<file path="config.mk">
export PLATFORM = sky130hd
export DESIGN_NAME = bsmmg_diff_unit
export DESIGN_NICKNAME = d
export VERILOG_FILES = /design/src/hdl/bounded_set_min_max_gap_core_defines.svh /design/src/hdl/bsmmg_pkg.sv /design/src/hdl/bsmmg_diff_unit.sv
export SDC_FILE = /design/constraint.sdc
export NUM_CORES = 1
export LEC_CHECK = 0
export ABC_AREA = 1
export BUFFER_PORTS_ARGS = -buffer_cell sky130_fd_sc_hd__buf_4
export CORE_MARGIN = 5
export CORE_UTILIZATION = 59
export DETAILED_ROUTE_END_ITERATION = 10
export PLACE_DENSITY = 0.89
export SLEW_MARGIN = 10
export SYNTH_ARGS = -nofsm -noshare
export SYNTH_HDL_FRONTEND = slang
export SYNTH_SLANG_ARGS = --single-unit
</file>
<file path="constraint.sdc">
create_clock -name clk -period 2.5 [get_ports clk]
set_clock_uncertainty 0.2 [all_clocks]
set_input_delay 0.125 -clock clk [delete_from_list [all_inputs] [get_ports clk]]
set_output_delay 0.125 -clock clk [all_outputs]
set_load 0.01 [all_outputs]
</file>
<file path="src/hdl/bounded_set_min_max_gap_core_defines.svh">
// assertion macros for the bounded set span core
`ifndef BOUNDED_SET_MIN_MAX_GAP_CORE_DEFINES_SVH
`define BOUNDED_SET_MIN_MAX_GAP_CORE_DEFINES_SVH
`ifndef SYNTHESIS
// plain property, sampled on clk, off during reset
`define BSMMG_ASSERT(lbl, prop) \
  lbl: assert property (@(posedge clk) disable iff (!rst_n) prop) \
    else $error("bsmmg assertion failed");
// same-cycle implication
`define BSMMG_ASSERT_IMP(lbl, pre, post) \
  lbl: assert property (@(posedge clk) disable iff (!rst_n) (pre) |-> (post)) \
    else $error("bsmmg implication failed");
// next-cycle implication
`define BSMMG_ASSERT_NXT(lbl, pre, post) \
  lbl: assert property (@(posedge clk) disable iff (!rst_n) (pre) |=> (post)) \
    else $error("bsmmg next-cycle implication failed");
`else
`define BSMMG_ASSERT(lbl, prop)
`define BSMMG_ASSERT_IMP(lbl, pre, post)
`define BSMMG_ASSERT_NXT(lbl, pre, post)
`endif
`endif

</file>
<file path="src/hdl/bsmmg_pkg.sv">
// shared types and codes of the bounded set span core
`timescale 1ns / 1ps
package bsmmg_pkg;

  typedef logic [1:0] op_t;
  localparam op_t OP_GAP  = 2'd0;
  localparam op_t OP_MIN  = 2'd1;
  localparam op_t OP_MAX  = 2'd2;
  localparam op_t OP_SPAN = 2'd3;

  typedef logic [1:0] status_t;
  localparam status_t ST_STORED  = 2'd0;
  localparam status_t ST_FULL    = 2'd1;
  localparam status_t ST_CLEARED = 2'd2;

  localparam int          CAP_W     = 11;
  localparam int          VAL_W     = 32;
  localparam int          GAP_W     = 33;
  localparam logic [CAP_W-1:0] CAP_RESET = 11'd1024;
  localparam logic [GAP_W-1:0] GAP_INIT  = {GAP_W{1'b1}};

  typedef struct packed {
    logic             valid;
    op_t              op;
    logic [VAL_W-1:0] a;
    logic [VAL_W-1:0] b;
  } unit_req_t;

  typedef struct packed {
    logic             valid;
    op_t              op;
    logic             ge;
    logic [GAP_W-1:0] mag;
  } unit_rsp_t;

endpackage

</file>
<file path="src/hdl/bsmmg_diff_unit.sv">
// shared signed compare and magnitude-of-difference unit, registered result
`timescale 1ns / 1ps
module bsmmg_diff_unit (
  input  logic                  clk,
  input  logic                  rst_n,
  input  bsmmg_pkg::unit_req_t  req,
  output bsmmg_pkg::unit_rsp_t  rsp
);
  import bsmmg_pkg::*;

  logic [GAP_W-1:0] a_x;
  logic [GAP_W-1:0] b_x;
  logic             ge;
  logic [GAP_W-1:0] mag;

  logic             valid_r;
  op_t              op_r;
  logic             ge_r;
  logic [GAP_W-1:0] mag_r;

  // sign-extend so the difference is exact
  assign a_x = {req.a[VAL_W-1], req.a};
  assign b_x = {req.b[VAL_W-1], req.b};
  assign ge  = $signed(a_x) >= $signed(b_x);
  assign mag = ge ? (a_x - b_x) : (b_x - a_x);

  always_ff @(posedge clk) begin
    if (!rst_n) begin
      valid_r <= 1'b0;
    end else begin
      valid_r <= req.valid;
    end
  end

  always_ff @(posedge clk) begin
    op_r  <= req.op;
    ge_r  <= ge;
    mag_r <= mag;
  end

  assign rsp = '{valid: valid_r, op: op_r, ge: ge_r, mag: mag_r};

endmodule

</file>
; Yosys cells after proc, flatten, opt, wreduce, memory -nomap -nowiden
; Index checks and enable logic that the tools add are counted.
[totals]
regBits = 37
inputBits = 69
output_inout_bits = 37
word_cells = 8
[classes]
addsub = 2
magnitude_cmp = 1
n_mux = 1
[op_table]
columns = op, n
row1 = subtractor 32 x 32 -> 33 bit, 2
row2 = 2-to-1 mux 33 bit, 1
row3 = greater-or-equal comparator 32 bit, 1

; Longest topological paths before layout
; Gate-level depths: netlist of run 1.
[logic_depth]
depth_word = 2
ltp_mapped = 18

; Least setup slack after synthesis of run 1
; No wires, ideal clock.
[synth_path]
kind = in2reg
from = input port req[16] (netlist name)
to = register mag_r[18]
t_arrival_ps = 1651
t_required_ps = 2188
path_slack_ps = 537
stages = 16
path_cell_list = inv_1 -> ha_1 -> buf_4 -> nand2_2 -> inv_1 -> a21oi_2 -> nand2_1 -> nor2_2 -> nand2_2 -> nand2_2 -> nand2_1 -> nand2_4 -> nand2_8 -> buf_12 -> nand2_2 -> nand2_1
[synth_between]
elab_chain_len = 2
[synth_rtl]
columns = item, line_no
row1 = start: declaration, bsmmg_diff_unit.sv:6  ; input bsmmg_pkg::unit_req_t req,
row2 = subtractor 32 x 32 -> 33 bit or greater-or-equal comparator 32 bit (tied branches), "bsmmg_diff_unit.sv:25, bsmmg_diff_unit.sv:24"
row3 = 2-to-1 mux 33 bit (*), bsmmg_diff_unit.sv:25  ; assign mag = ge ? (a_x - b_x) : (b_x - a_x);
row4 = via mag[18], bsmmg_diff_unit.sv:14  ; logic [GAP_W-1:0] mag;
row5 = end signal: assignment, bsmmg_diff_unit.sv:38  ; mag_r <= mag;
row6 = end: declaration, bsmmg_diff_unit.sv:19  ; logic [GAP_W-1:0] mag_r;
; Mark *: on every way through the listed nets, which the timed path passes. The rest lies on a longest branch.
; A chain may end at the register's enable or synchronous reset.

; Final worst setup path of run 1
[layout_path]
from = input port req[13] (netlist name)
to = register mag_r[11]
[layout_between]
elab_chain_len = 2
[layout_rtl]
columns = item, line_no
row1 = greater-or-equal comparator 32 bit, bsmmg_diff_unit.sv:24  ; assign ge = $signed(a_x) >= $signed(b_x);
row2 = 2-to-1 mux 33 bit, bsmmg_diff_unit.sv:25
row3 = via mag[11], bsmmg_diff_unit.sv:14
; The timed path passes the listed nets, and every way through them passes these cells.

==> reports/metrics.cfg, run 1 <==
[status]
outcome=finished, final reports clean

[clock_network]
cts_sinks=37
cts_made_buffers=5
ctsLongestPathBuffers=2
cts_setup_buffers=0
clockRootBuffer=clkbuf_8
cts_tree=built
cts_max_level=2
clkTransAtPathRegs_ps=80

[finish]
final_nets=1391
antenna_cells=0
layout.cells.non_filler=1393
fillers=1004
multiInputGateArea_um2=4360
regArea_um2=741
drive_above_1_share_pct=16.2
area_delta_synth_final_pct=16.4

[timing]
worst_pin_slew_ps=340
rsz0062_at_grt=no
finalCriticalPeriod_ps=2190
finalCritPeriodShare_pct=87.6
setup_tns_ps=0
hold_viol_final=0
drv_slew=0
setup_viol=0
max_freq_ghz=0.457
slew_headroom_pct=77.3

[drt]
routed_via_density=5.02
wl_per_cell_um=13.6
route.vias.total=6989
wl_um=18900
remaining_drc_errors=0
dr.pass1.iters=6
antenna_left=0
dr.first_iter.drc_count=597

[synthesis]
syn-instance-count=1151
ys_seq_area_share_pct=11.8
synth.distinct_cells=29
ys_ff_latch=37
syn_nets=1286
synth_warnings=0
synthesis.area_um2=6290
synth-edff-count=0
yosys_most_used_dff=dfxtp_1
synth-async-reset-ratio_pct=0
syn_area_per_cell_um2=5.46

[critical_path]
cp.required_ps=2550
arrival_ps=2240
critPathKind=primary input to flip-flop
cp-end-kind=flip-flop
worstSetupStartpointType=primary input
path_max_fanout=33

[die]
die-area_um2=12800
rows=37
coreArea_um2=10400
floorplan.initialDensity_pct=60.7
io_pins=106
die_w_um=113
dieHeight_um=113

[power]
cellLeakagePower_nw=4.69
total_power_mw=3.25
power.density_nw_per_um2=443
peakVddDrop_v=0.000430

[global_route]
globalRouteTotalUtil_pct=29.4
grt_pass1_wl_um=30600
grt_pass1_vias=6409
antenna_found_initial=0
grt_max_degree=34
gr-total-overflow=0

[placed_design]
numPlacedInstances=1380
gp_congestion=0.993
io_buffers=105
dp_hpwl_um=16300

[min_path]
min_path_type=primary input to flip-flop

[flow_run]
drv_cap=0

## path summary, 6_finish.rpt
path,from,end,cells after the start
hold / removal,req[1],mag_r[1]$_DFF_P_,5
setup / recovery,req[13],mag_r[11]$_DFF_P_,15
## sequential cells by signal (all words and copies together), names as in the netlist
signal / flops
ge_r: 1
op_r: 2
mag_r: 33
valid_r: 1
## critical path, stage by stage
cell     delay, ps
buf_4           90
inv_1           30
ha_1           470
nand2_1        190
nor2_2         210
nand3_1        110
nor2_2         110
nor2_2          50
nand2_2         70
nand2_2         70
nand2_1        100
nand2_4        110
nand2_8        270
nand2_2         90
nand2_1        100
## cell usage after synthesis (all sizes together) (2+ instances only)
library cell    n  share of area [%]
xor2           29                4.0
nand2         506                 32
nand4           8               0.80
nand3          90                7.4
buf            28                3.5
o21ai           8               0.64
xnor2           3               0.42
ha             64                 13
dfxtp          37                 12
o21bai          6               0.72
a21oi          50                4.1
nor2           57                4.8
inv           257                 15
fa              2               0.64
nand3b          3               0.36
## layout by cell type (no fill, tap or decap), types with 2 or more instances in the layout
master / synthesis / layout
a21oi_2: 2 / 2
buf_4: 15 / 120
nand3b_1: 3 / 3
nand4_1: 8 / 8
nor2_4: 8 / 8
dlygate4sd3_1: 0 / 5
clkbuf_8: 0 / 5
xor2_1: 29 / 29
nand2_4: 3 / 3
inv_1: 250 / 250
nor2_2: 11 / 11
o21bai_1: 6 / 6
dfxtp_1: 37 / 37
nand2_2: 42 / 42
a21oi_1: 48 / 48
nand3_1: 89 / 89
nor2_1: 38 / 38
inv_2: 7 / 7
o21ai_0: 7 / 7
fa_1: 2 / 2
xnor2_1: 3 / 3
ha_1: 64 / 64
nand2_1: 460 / 460
## layout make-up
cell class / instances / share of cell area (%)
multi-input cells: 829 / 59.6
clock inverters: 3 / 0.632
inverters: 257 / 13.2
well taps: 136 / 2.32
flip-flops and latches: 37 / 10.1
clock buffers: 5 / 0.940
repair buffers: 126 / 13.3
## layer usage
metal	wire length (um)	global-route usage (%)	share of wire, %	up-vias
met4	433	7.13	2.3	0
met5	0	0	0	-
met3	1850	4.33	9.8	35
met2	8250	48.1	44	279
li1	-	-	-	3611
met1	8400	40.8	44	3064
## what timing repair did
item / 4_1_cts / 5_1_grt
hold endpoints to repair: 4 / 0
gates resized for setup: 0 / 0
hold buffers: 5 / 0
## cells by family after synthesis
kind of cell,share of synthesized area [%]
AND/OR/NAND/NOR,46.1
buffers and inverters,18.9
AO/OA/AOI/OAI,5.45
adder cells (fa/ha/maj),13.4
XOR/XNOR,4.46
flip-flops,11.8
## through the flow
stage	utilization, %	hold WS (ps)	worst slack (ps)	instance area, um2
global route	70.6	89.3	161	7320
floorplan	-	-47.3	537	6290
global placement	69.0	30.3	72.0	7160
detailed placement	69.0	33.0	21.8	7160
finish	70.6	53.9	309	7320
CTS	70.6	60.6	321	7320
## power breakdown
group	internal [mW]	total, mW	leakage (nW)	switching, mW
registers	0.746	0.801	0.312	0.0547
clock network	0.299	0.545	0.0543	0.246
logic	0.745	1.90	4.32	1.15
(Power assumes the default switching activity.)
==> run 2, diff against run 1 <==
PLACE_DENSITY = 0.91   (was 0.89)
==> reports/metrics.cfg, run 2 (synthesis gave the netlist of run 1 again) <==
[critical_path]
critPathKind=primary input to flip-flop  ; unchanged
cp-end-kind=flip-flop  ; unchanged
arrival_ps=2120  ; was 2240 ps
path_max_fanout=14  ; was 33
cp.required_ps=2490  ; was 2550 ps
worstSetupStartpointType=primary input  ; unchanged

[die]
rows=37  ; unchanged
io_pins=106  ; unchanged
floorplan.initialDensity_pct=60.7  ; unchanged
coreArea_um2=10400  ; unchanged
dieHeight_um=113  ; unchanged
die_w_um=113  ; unchanged
die-area_um2=12800  ; unchanged

[clock_network]
ctsLongestPathBuffers=2  ; unchanged
clkTransAtPathRegs_ps=70  ; was 80 ps
clockRootBuffer=clkbuf_8  ; unchanged
cts_sinks=37  ; unchanged
cts_tree=built  ; unchanged
cts_setup_buffers=0  ; unchanged
cts_made_buffers=5  ; unchanged
cts_max_level=2  ; unchanged
cts_resized=0  ; unchanged
cts_hold_buffers=5  ; unchanged

[drt]
antenna_left=0  ; unchanged
dr.pass1.iters=5  ; was 6
wl_per_cell_um=13.3  ; was 13.6 um
routed_via_density=4.96  ; was 5.02
route.vias.total=6990  ; was 6989
remaining_drc_errors=0  ; unchanged
dr.first_iter.drc_count=447  ; was 597
wl_um=18800  ; was 18900 um

[finish]
fillers=993  ; was 1004
drive_above_1_share_pct=17.3  ; was 16.2%
largest_registers=mag_r: 33 flops, op_r: 2 flops  ; unchanged
stdcell_area_um2=7440  ; was 7320 um2
antenna_cells=0  ; unchanged
regArea_um2=741  ; unchanged
largest_register_ffs=33  ; unchanged
final_cell_mix=460 x nand2_1, 250 x inv_1, 135 x buf_4  ; was 460 x nand2_1, 250 x inv_1, 120 x buf_4
largest-register=mag_r  ; unchanged
final_nets=1408  ; was 1391
area_delta_synth_final_pct=18.3  ; was 16.4%
final_common_cell=nand2_1  ; unchanged
multiInputGateArea_um2=4360  ; unchanged

[power]
cellLeakagePower_nw=4.77  ; was 4.69 nW
power.density_nw_per_um2=426  ; was 443 nW/um2
peakVddDrop_v=0.000337  ; was 0.000430 V

[timing]
drv_slew=0  ; unchanged
hold_viol_final=0  ; unchanged
slew_headroom_pct=76.0  ; was 77.3%
setup_tns_ps=0  ; unchanged
worst_slack_ps=363  ; was 309 ps
worst_pin_slew_ps=359  ; was 340 ps
max_freq_ghz=0.468  ; was 0.457 GHz
rsz0062_at_grt=no  ; unchanged
whs_ps=81.3  ; was 53.9 ps
finalCritPeriodShare_pct=85.5  ; was 87.6%
setup_viol=0  ; unchanged
finalCriticalPeriod_ps=2140  ; was 2190 ps

[global_route]
globalRouteTotalUtil_pct=29.4  ; about the same
grt_pass1_vias=6622  ; was 6409
gr-total-overflow=0  ; unchanged
grt_max_degree=18  ; was 34
grt_pass1_wl_um=30700  ; was 30600 um
antenna_found_initial=0  ; unchanged

[flow_run]
drv_cap=0  ; unchanged

[status]
outcome=finished, final reports clean  ; unchanged

[min_path]
hold_path_depth=5  ; unchanged
hold_end=mag_r[1]$_DFF_P_  ; unchanged
min_from=req[1]  ; unchanged
min_path_type=primary input to flip-flop  ; unchanged

[placed_design]
pre_cts_ws_ps=41.4  ; was 21.8 ps
dp_hpwl_um=16700  ; was 16300 um
gp_congestion=0.986  ; was 0.993
io_buffers=105  ; unchanged
place_area_um2=7310  ; was 7160 um2

[run 2: cell type report]
class	instances	area share, %
Inverter	257	13.0
Timing Repair Buffer	143	15.1
Tap cell	136	2.29
Clock inverter	2	0.134
Sequential cell	37	9.95
Multi-Input combinational cell	829	58.6
Clock buffer	6	0.975
[run 2: how the worst max path moves through the flow]
stage	from	endpoint	slack [ps]
finish	req[4]	mag_r[3]$_DFF_P_	360
global route	req[4]	mag_r[24]$_DFF_P_	170
CTS	req[4]	mag_r[3]$_DFF_P_	340
detailed placement	req[4]	mag_r[3]$_DFF_P_	40
global placement	req[4]	mag_r[9]$_DFF_P_	80
floorplan	req[16]	mag_r[18]$_DFF_P_	540
[run 2: through the flow]
step,instances,utilization (%),total power [mW]
after CTS,1410,71.8,3.15
after global routing,1410,71.8,3.41
final,1410,71.8,3.17
after detailed placement,1397,70.5,2.73
after floorplan,1151,-,2.03
after global placement,1397,70.5,2.69
[run 2: layer usage]
metal	track usage, %	part of all wire (%)	vias up
li1	-	-	3647
met1	40.5	44	3053
met2	48.3	45	254
met3	3.16	8.6	36
met4	8.73	2.6	0
met5	0	0	-
[run 2: report_power, final]
part	total (mW)	switching, mW	leakage, nW	internal [mW]
Clock	0.423	0.229	0.0450	0.194
Combinational	1.95	1.16	4.41	0.791
Sequential	0.797	0.0509	0.312	0.746
[run 2: worst max-delay path, stage by stage]
cell and delay [ps]:
buf_4 90, inv_1 30, ha_1 410, nand2_1 150, nor2_1 220, inv_2 50
nor3_1 210, nand3_1 120, nand2_1 120, nand3_4 190, buf_4 250, nand3_1 100
nand2_1 60
==> run 3, diff against run 2 <==
CELL_PAD_IN_SITES_DETAIL_PLACEMENT = 1   (was not set)
CELL_PAD_IN_SITES_GLOBAL_PLACEMENT = 1   (was not set)
CORE_UTILIZATION = 39   (was 59)
==> reports/metrics.cfg, run 3 (synthesis gave the netlist of run 1 again) <==
[clock_network]
cts_made_buffers=5  ; unchanged
cts_max_level=2  ; unchanged
cts_resized=0  ; unchanged
clkTransAtPathRegs_ps=60  ; was 70 ps
ctsLongestPathBuffers=2  ; unchanged
clockRootBuffer=clkbuf_16  ; was clkbuf_8
cts_tree=built  ; unchanged
cts_sinks=37  ; unchanged

[global_route]
antenna_found_initial=0  ; unchanged
grt_max_degree=33  ; was 18
grt_pass1_vias=7509  ; was 6622
gr-total-overflow=0  ; unchanged
grt_pass1_wl_um=36500  ; was 30700 um
globalRouteTotalUtil_pct=24.4  ; was 29.4%

[die]
dieHeight_um=137  ; was 113 um
die_w_um=137  ; was 113 um
die-area_um2=18800  ; was 12800 um2
coreArea_um2=15800  ; was 10400 um2
rows=46  ; was 37
floorplan.initialDensity_pct=39.7  ; was 60.7%
io_pins=106  ; unchanged

[placed_design]
dp_hpwl_um=20000  ; was 16700 um
io_buffers=105  ; unchanged
numPlacedInstances=1472  ; was 1397
pre_cts_ws_ps=44.5  ; was 41.4 ps
gp_congestion=0.974  ; was 0.986
place_area_um2=7400  ; was 7310 um2

[power]
cellLeakagePower_nw=4.79  ; was 4.77 nW
peakVddDrop_v=0.000345  ; was 0.000337 V
total_power_mw=3.57  ; was 3.17 mW
power.density_nw_per_um2=468  ; was 426 nW/um2

[status]
outcome=finished, final reports clean  ; unchanged

[timing]
finalCritPeriodShare_pct=87.2  ; was 85.5%
worst_pin_slew_ps=402  ; was 359 ps
max_freq_ghz=0.459  ; was 0.468 GHz
hold_viol_final=0  ; unchanged
worst_slack_ps=320  ; was 363 ps
setup_tns_ps=0  ; unchanged
setup_viol=0  ; unchanged
slew_headroom_pct=73.2  ; was 76.0%
drv_slew=0  ; unchanged
finalCriticalPeriod_ps=2180  ; was 2140 ps
rsz0062_at_grt=no  ; unchanged
whs_ps=83.8  ; was 81.3 ps

[drt]
dr.first_iter.drc_count=311  ; was 447
wl_per_cell_um=15.2  ; was 13.3 um
dr.pass1.iters=5  ; unchanged
routed_via_density=4.83  ; was 4.96
route.vias.total=7167  ; was 6990
remaining_drc_errors=0  ; unchanged
wl_um=22600  ; was 18800 um
antenna_left=0  ; unchanged

[finish]
antenna_cells=0  ; unchanged
area_delta_synth_final_pct=21.1  ; was 18.3%
drive_above_1_share_pct=17.0  ; was 17.3%
largest_register_ffs=33  ; unchanged
final_nets=1403  ; was 1408
stdcell_area_um2=7620  ; was 7440 um2
largest-register=mag_r  ; unchanged
layout.cells.non_filler=1485  ; was 1410
final_cell_mix=460 x nand2_1, 250 x inv_1, 128 x buf_4  ; was 460 x nand2_1, 250 x inv_1, 135 x buf_4
finish.utilization_pct=48.1  ; was 71.8%
final_common_cell=nand2_1  ; unchanged
largest_registers=mag_r: 33 flops, op_r: 2 flops  ; unchanged

[critical_path]
critPathKind=primary input to flip-flop  ; unchanged
cp-end-kind=flip-flop  ; unchanged
worstSetupStartpointType=primary input  ; unchanged
arrival_ps=2210  ; was 2120 ps
cp.required_ps=2530  ; was 2490 ps
path_max_fanout=11  ; was 14

[flow_run]
drv_cap=0  ; unchanged

[min_path]
min_path_type=primary input to flip-flop  ; unchanged

[run 3: metal layers]
| metal | vias to the layer above | GRT usage, % | routed length (um) |
|---|---|---|---|
| li1 | 3633 | - | - |
| met1 | 3364 | 31.4 | 10400 |
| met2 | 144 | 44.9 | 11100 |
| met3 | 26 | 1.76 | 795 |
| met4 | 0 | 4.43 | 328 |
| met5 | - | 0 | 0 |
[run 3: repair_timing]
| item | in CTS | in global routing |
|---|---|---|
| hold buffers | 5 | 0 |
| endpoints found under the hold margin | 4 | 0 |
| endpoints found under the setup margin | 0 | 0 |
| setup buffers | 0 | 0 |
[run 3: final timing paths]
| kind | cells after the start | from | slack (ps) | endpoint |
|---|---|---|---|---|
| min | 5 | req[1] | 80 | mag_r[1]$_DFF_P_ |
| max | 16 | req[13] | 320 | mag_r[32]$_DFF_P_ |
[run 3: final cells by class]
class                      instances  area [um2]
inverter                         257         965
clock inverter                     3        46.3
timing repair buffer             138        1110
tap                              216         270
sequential                        37         741
multi-input combinational        829        4360
fill                            2308        8210
clock buffer                       5         125
[run 3: where the power goes]
group	total [mW]	switching, mW	internal (mW)
combinational	2.00	1.20	0.793
clock	0.756	0.284	0.473
sequential	0.813	0.0652	0.748
[run 3: worst max-delay path: stages]
cell and delay, ps:
buf_4 90, inv_1 40, ha_1 480, nand2_1 170, nor2_2 210, nand2_1 130
inv_1 90, nand2_1 80, nand2_2 100, nand2_2 80, nand2_1 110, nand2_4 90
nand2_8 150, buf_12 160, nand2_1 60, nand2_1 50
